`config.mk`:
```
export PLATFORM = sky130hd
export DESIGN_NAME = kwm_ctrl
export DESIGN_NICKNAME = d
export VERILOG_FILES = /design/src/rtl/core/kwm_pkg.sv /design/src/rtl/core/kwm_ctrl.sv
export SDC_FILE = /design/constraint.sdc
export NUM_CORES = 1
export LEC_CHECK = 0
export BUFFER_PORTS_ARGS = -buffer_cell sky130_fd_sc_hd__buf_2
export CORE_AREA = 2 2 39 41
export CTS_CLUSTER_DIAMETER = 40
export DETAILED_ROUTE_END_ITERATION = 6
export DIE_AREA = 0 0 41 43
export PLACE_DENSITY_LB_ADDON = 0.15
export SYNTH_ARGS = -nofsm -noshare
export SYNTH_HDL_FRONTEND = slang
export SYNTH_SLANG_ARGS = --single-unit
```
`constraint.sdc`:
```
create_clock -name clk_i -period 1.75 [get_ports clk_i]
set_clock_uncertainty 0.2 [all_clocks]
set_input_delay 0.35 -clock clk_i [delete_from_list [all_inputs] [get_ports clk_i]]
set_output_delay 0.35 -clock clk_i [all_outputs]
set_load 0.1 [all_outputs]
```
`src/rtl/core/kwm_pkg.sv`:
```
// Shared types and codes for the k-way sorted merge block.
// Holds function codes, status codes and the controller command struct.
// No dependencies.
package kwm_pkg;

  localparam logic [1:0] FUNC_APPEND = 2'd0;
  localparam logic [1:0] FUNC_POP    = 2'd1;
  localparam logic [1:0] FUNC_CLEAR  = 2'd2;

  localparam logic [1:0] STATUS_OK    = 2'd0;
  localparam logic [1:0] STATUS_EMPTY = 2'd1;
  localparam logic [1:0] STATUS_FULL  = 2'd2;

  typedef struct packed {
    logic app_rd;
    logic app_wr;
    logic pop_init;
    logic scan_iss;
    logic pop_commit;
    logic clr_all;
    logic res_zero;
  } ctl_cmd_t;

endpackage

```
`src/rtl/core/kwm_ctrl.sv`:
```
// Controller state machine of the k-way sorted merge block.
// Sequences appends, pop scans and clears; depends on kwm_pkg.
module kwm_ctrl #(
  parameter int NUM_LISTS = 8
) (
  input  logic                                clk_i,
  input  logic                                rst_ni,
  input  logic                                start,
  output logic                                busy,
  input  logic [1:0]                          func_i,
  output logic                                done_o,
  output kwm_pkg::ctl_cmd_t                   cmd_o,
  output logic [$clog2(NUM_LISTS)-1:0]        scan_idx_o
);
  import kwm_pkg::*;

  localparam int LW  = $clog2(NUM_LISTS);
  localparam int SCW = $clog2(NUM_LISTS + 2);

  typedef enum logic [4:0] {
    S_IDLE   = 5'b00001,
    S_APP    = 5'b00010,
    S_SCAN   = 5'b00100,
    S_COMMIT = 5'b01000,
    S_DONE   = 5'b10000
  } ctl_state_e;

  ctl_state_e       state_q, state_d;
  logic [SCW-1:0]   cnt_q, cnt_d;
  logic             accept;

  assign accept     = start && (state_q == S_IDLE);
  assign busy       = (state_q != S_IDLE);
  assign done_o     = (state_q == S_DONE);
  assign scan_idx_o = LW'(cnt_q);

  always_comb begin
    state_d = state_q;
    cnt_d   = cnt_q;
    cmd_o   = '0;
    unique case (state_q)
      S_IDLE: begin
        if (accept) begin
          unique case (func_i)
            FUNC_APPEND: begin
              cmd_o.app_rd = 1'b1;
              state_d      = S_APP;
            end
            FUNC_POP: begin
              cmd_o.pop_init = 1'b1;
              cnt_d          = '0;
              state_d        = S_SCAN;
            end
            FUNC_CLEAR: begin
              cmd_o.clr_all  = 1'b1;
              cmd_o.res_zero = 1'b1;
              state_d        = S_DONE;
            end
            default: begin
              cmd_o.res_zero = 1'b1;
              state_d        = S_DONE;
            end
          endcase
        end
      end
      S_APP: begin
        cmd_o.app_wr = 1'b1;
        state_d      = S_DONE;
      end
      S_SCAN: begin
        cmd_o.scan_iss = (int'(cnt_q) < NUM_LISTS);
        cnt_d          = cnt_q + SCW'(1);
        if (cnt_q == SCW'(NUM_LISTS + 1)) begin
          state_d = S_COMMIT;
        end
      end
      S_COMMIT: begin
        cmd_o.pop_commit = 1'b1;
        state_d          = S_DONE;
      end
      S_DONE: begin
        state_d = S_IDLE;
      end
      default: begin
        state_d = S_IDLE;
      end
    endcase
  end

  always_ff @(posedge clk_i or negedge rst_ni) begin
    if (!rst_ni) begin
      state_q <= S_IDLE;
      cnt_q   <= '0;
    end else begin
      state_q <= state_d;
      cnt_q   <= cnt_d;
    end
  end

endmodule

```
## Yosys cells after proc, flatten, opt, wreduce, memory -nomap -nowiden

Cells that the tools add are included.
Widths: inputs -> output; s select.

- Register bits after elaboration: 9
- Input bits: 5
- Word-level logic and storage cells: 43

- Add/sub/neg operators: 1
- Muxes and demuxes: 20
- Magnitude comparators: 1
- Reduce and logical (&&, ||, !) cells: 7
- Equal/unequal tests: 12

Operators with widths:

| operator | count |
|---|---|
| $pmux 5 s3 | 1 |
| $mux 1 | 11 |
| $mux 5 | 2 |
| $pmux 5 s2 | 1 |
| $mux 4 | 2 |
| $pmux 4 s2 | 1 |
| $eq 5x1->1 const B | 1 |
| $eq 5x2->1 const B | 1 |
| $eq 5x3->1 const B | 1 |
| $eq 5x4->1 const B | 1 |
| $eq 5x5->1 const B | 1 |
| $ne 5x1->1 const B | 1 |
| $add 4x1->4 const B | 1 |
| $eq 4x4->1 const B | 1 |
| $lt 4x4->1 const B | 1 |
| $mux 2 | 2 |
| $ne 2x2->1 const B | 2 |
| $reduce_or 2->1 | 2 |
| $reduce_and 3->1 | 1 |
| $eq 2x1->1 const B | 1 |
| $eq 2x2->1 const B | 1 |
| $logic_not 2->1 | 1 |
| $ne 2x1->1 const B | 1 |
| $reduce_and 2->1 | 1 |
| 2 further kinds | 2 |

## Logic depth before layout (Yosys ltp)

- Depth in word-level cells: 5
- Gate-level depth with buffers: 5

## Worst setup path before layout

OpenSTA, ideal clock, no wires.

- Path kind: reg-to-output
- Start: register state_q[4]
- End: output cmd_o[6] in the netlist's numbering
- Data required time: 1200 ps
- Stages on the path, launching flop included: 5
- Path slack: -2695 ps
- Path buffers: 0
- Arrival: 3895 ps
- Path through: dfrtp_1 -> nor2_1 -> and3_1 -> inv_2 -> nor4_1

RTL lines:

| what | line | RTL |
|---|---|---|
| start: declaration | kwm_ctrl.sv:28 | `ctl_state_e state_q, state_d;` |
| start signal: assignment | kwm_ctrl.sv:95 | `state_q <= state_d;` |
| end: declaration | kwm_ctrl.sv:12 | `output kwm_pkg::ctl_cmd_t cmd_o,` |

==> out/results.tsv <==
metric	value	unit
area used by multi-input combinational logic	416.7	um2
Hold WS	0.09892	ns
FF-to-FF path depth	5	
FF+latch count, synth	9	
Synth Area in Simple Gates	32.48	%
register area	226.5	um2
hold path start	start	
Core ar.	1384	um2
H-tree levels	1	
P&R area growth vs syn	105.8	%
number of CTS-inserted buffers	3	
critical path arrival	1.71	ns
layout cell share with drive strength beyond 1	70.65	%
syn nets	61	
Synth cell types	29	
final instance area	1110	um2
GPL Wtd Cong	0.8146	
crit share post-route	129.1	%
flop-to-flop setup slack	-0.14	ns
peak supply drop	1.303	mV
hpwl dp	1057	um
Fmax	0.4428	GHz
worst skew pair latency	0.26	ns
Adder-Cell Fraction of Synth Area	4.640	%
Post-synth EDFFs	0	
diodes inserted	0	
max-slew violation count	0	
Max clock buf depth	2	
Cell Area, Placed	942.2	um2
grt ovf	0	
post-synthesis async set-or-reset flop share	100.0	%
DRT Wirelength	1554	um
Initial Utilization	38.97	%
hold path cells	2	
status	finished with violations	
post-placement setup slack	-0.3039	ns
r2r endpoint	cnt_q[2]	
CP Launch Type	register	
first-pass GRT wire length	2504	um
Worst Hold Endpoint	state_q[0]	
yosys warns	0	
top cells by area, synth	dfrtp_1, and3_1, dfstp_2	
Worst R2R Start	state_q[3]	
final setup margin	-0.5086	ns
Vias	562	
filler instances	84	
Clock Sinks	9	
leading area contributor after synthesis	dfrtp_1	
DR iter-0 viols	12	
post-synthesis cell count	54	
Nets	100	
drt wl/cell	14.39	um
pin count of the biggest net entering global routing	10	
DIE AREA	1763	um2
Crit Path Max Fanout	2	
final hold vios	0	
Worst slew margin	66.92	%
max_cap viols	0	
DRC Markers	0	
die extent in x	41	um
num rows	14	
failing checks	negative setup slack	
Synth top area share	37.12	%
Global Route Usage Sum	21.38	%
vias in the first global route	563	
worst slew pin tran	0.4996	ns
Synth Area per Inst	9.986	um2
multiplexer share of the synthesized area	2.088	%
fin crit period	2.259	ns
I/O pin cnt	17	
initial antenna violation count	0	
worst min path class	in2reg	
DR pass1 iterations	6	
# setup viols final	14	
Synth Area in Compound Gates	9.977	%
main combinational cell family by area after synthesis	simple AND/OR/NAND/NOR gates	
CTS root buffer	clkbuf_4	
clock slew at reported path FFs	0.07	ns
post-route ant nets	0	
Post-Synthesis Cell Area	539.3	um2
sequential area share after synthesis	42.00	%
Worst setup EP type	output port	
vias per cell	5.204	
Synth Flop Type	dfrtp_1	
IO Port Bufs	16	
RSZ-0062 raised after global routing	true	
Post-Synth XOR/XNOR Area	1.624	%
DIE HEIGHT	43	um
Req. time, crit path	1.20	ns
Leak	0.5124	nW
TritonCTS clock tree	built	
WS Path Type	reg2out	
pwr dens	1646	nW/um2
==> critical path, cell delays in order, from the launching register on <==
cell and delay, ns:
dfrtp_1 0.38, or3_4 0.38, or3b_4 0.40, nor2_4 0.11, buf_12 0.18
==> routing by layer <==
layer	up-vias	share of wire, %	global-route usage [%]
met5	-	0	0
met4	0	0.90	6.000
met3	2	5.1	6.283
met2	21	52	33.44
met1	267	42	27.61
li1	272	-	-
==> flip-flops by register name, summed over array words and instances, names as in the netlist <==
register  flops
state_q       5
cnt_q         4
==> report_power, final <==
group | switching (mW) | total, mW | internal, mW
sequential | 0.0641 | 0.331 | 0.267
clock | 0.0745 | 0.162 | 0.0879
combinational | 0.779 | 1.33 | 0.554
total | 0.918 | 1.83 | 0.909
==> stage by stage <==
| step | power, mW | util, % | setup TNS (ns) | cells |
|---|---|---|---|---|
| after CTS | 1.748 | 76.31 | -3.893 | 105 |
| after global placement | 1.471 | 68.08 | -1.350 | 98 |
| final | 1.827 | 80.20 | -3.615 | 108 |
| after detailed placement | 1.487 | 68.08 | -1.722 | 98 |
| after global routing | 1.900 | 80.20 | -4.558 | 108 |
| after floorplan | 1.111 | - | -4.320 | 54 |
==> cell usage after synthesis (2+ instances only) <==
cell type and n:
dfrtp_1 8, nor2_1 6, and3_1 5, buf_4 3, nor3b_1 3, nor4_1 3, a211o_1 2, ha_1 2
inv_1 2
==> final cells by class <==
type                       count  share of cell area [%]
tap                           16                   1.804
timing repair buffer          38                   36.19
multi-input combinational     38                   37.54
sequential                     9                   20.41
clock buffer                   4                   2.368
inverter                       3                   1.691
==> worst max-delay path by stage <==
stage | startpoint | endpoint
finish | state_q[3] | cmd_o[3]
detailed placement | state_q[3] | cmd_o[6]
CTS | state_q[3] | cmd_o[3]
floorplan | state_q[0] | cmd_o[6]
global route | state_q[3] | cmd_o[3]
global placement | state_q[3] | cmd_o[3]
==> cells in the final DEF (no fill, tap or decap) <==
master,Yosys,layout
buf_6,0,5
buf_12,0,9
dfrtp_1,8,8
nor2_4,0,3
nor3_2,0,1
clkbuf_1,0,1
mux2_4,0,1
and3_4,0,4
or3b_4,0,1
inv_8,0,1
dfstp_2,1,1
nor4_2,0,1
a21o_1,1,1
a211o_1,2,2
nand3_1,1,1
nor4_4,0,1
or3_4,1,1
nor4bb_4,0,1
o2bb2ai_2,0,1
xnor2_1,1,1
nor2_2,0,2
nor2b_4,0,1
nor2_1,6,1
o22ai_1,1,1
clkbuf_4,0,3
inv_1,2,2
a21oi_1,1,1
buf_2,1,7
nor4_1,3,1
and3_1,5,1
nand3b_1,1,1
ha_1,2,2
nand2_1,1,1
and4b_1,1,1
dlygate4sd3_1,0,1
nor3b_2,1,2
a221oi_2,0,1
buf_4,3,16
nor3b_4,0,2
==> cell families after synthesis <==
kind of cell | after synthesis
buf+inv | 7
fa+ha+maj | 2
mux | 1
compound gates | 7
simple gates | 27
flops | 9
xor+xnor | 1
==> what timing repair did <==
item                       CTS  global route
setup buffers                2             6
pin swaps                    5             4
gates resized for setup     15             9
hold buffers                 1             0
cloned                       0             0
hold endpoints to repair     9             0
setup endpoints to repair   15            17
(Power assumes the default switching activity.)
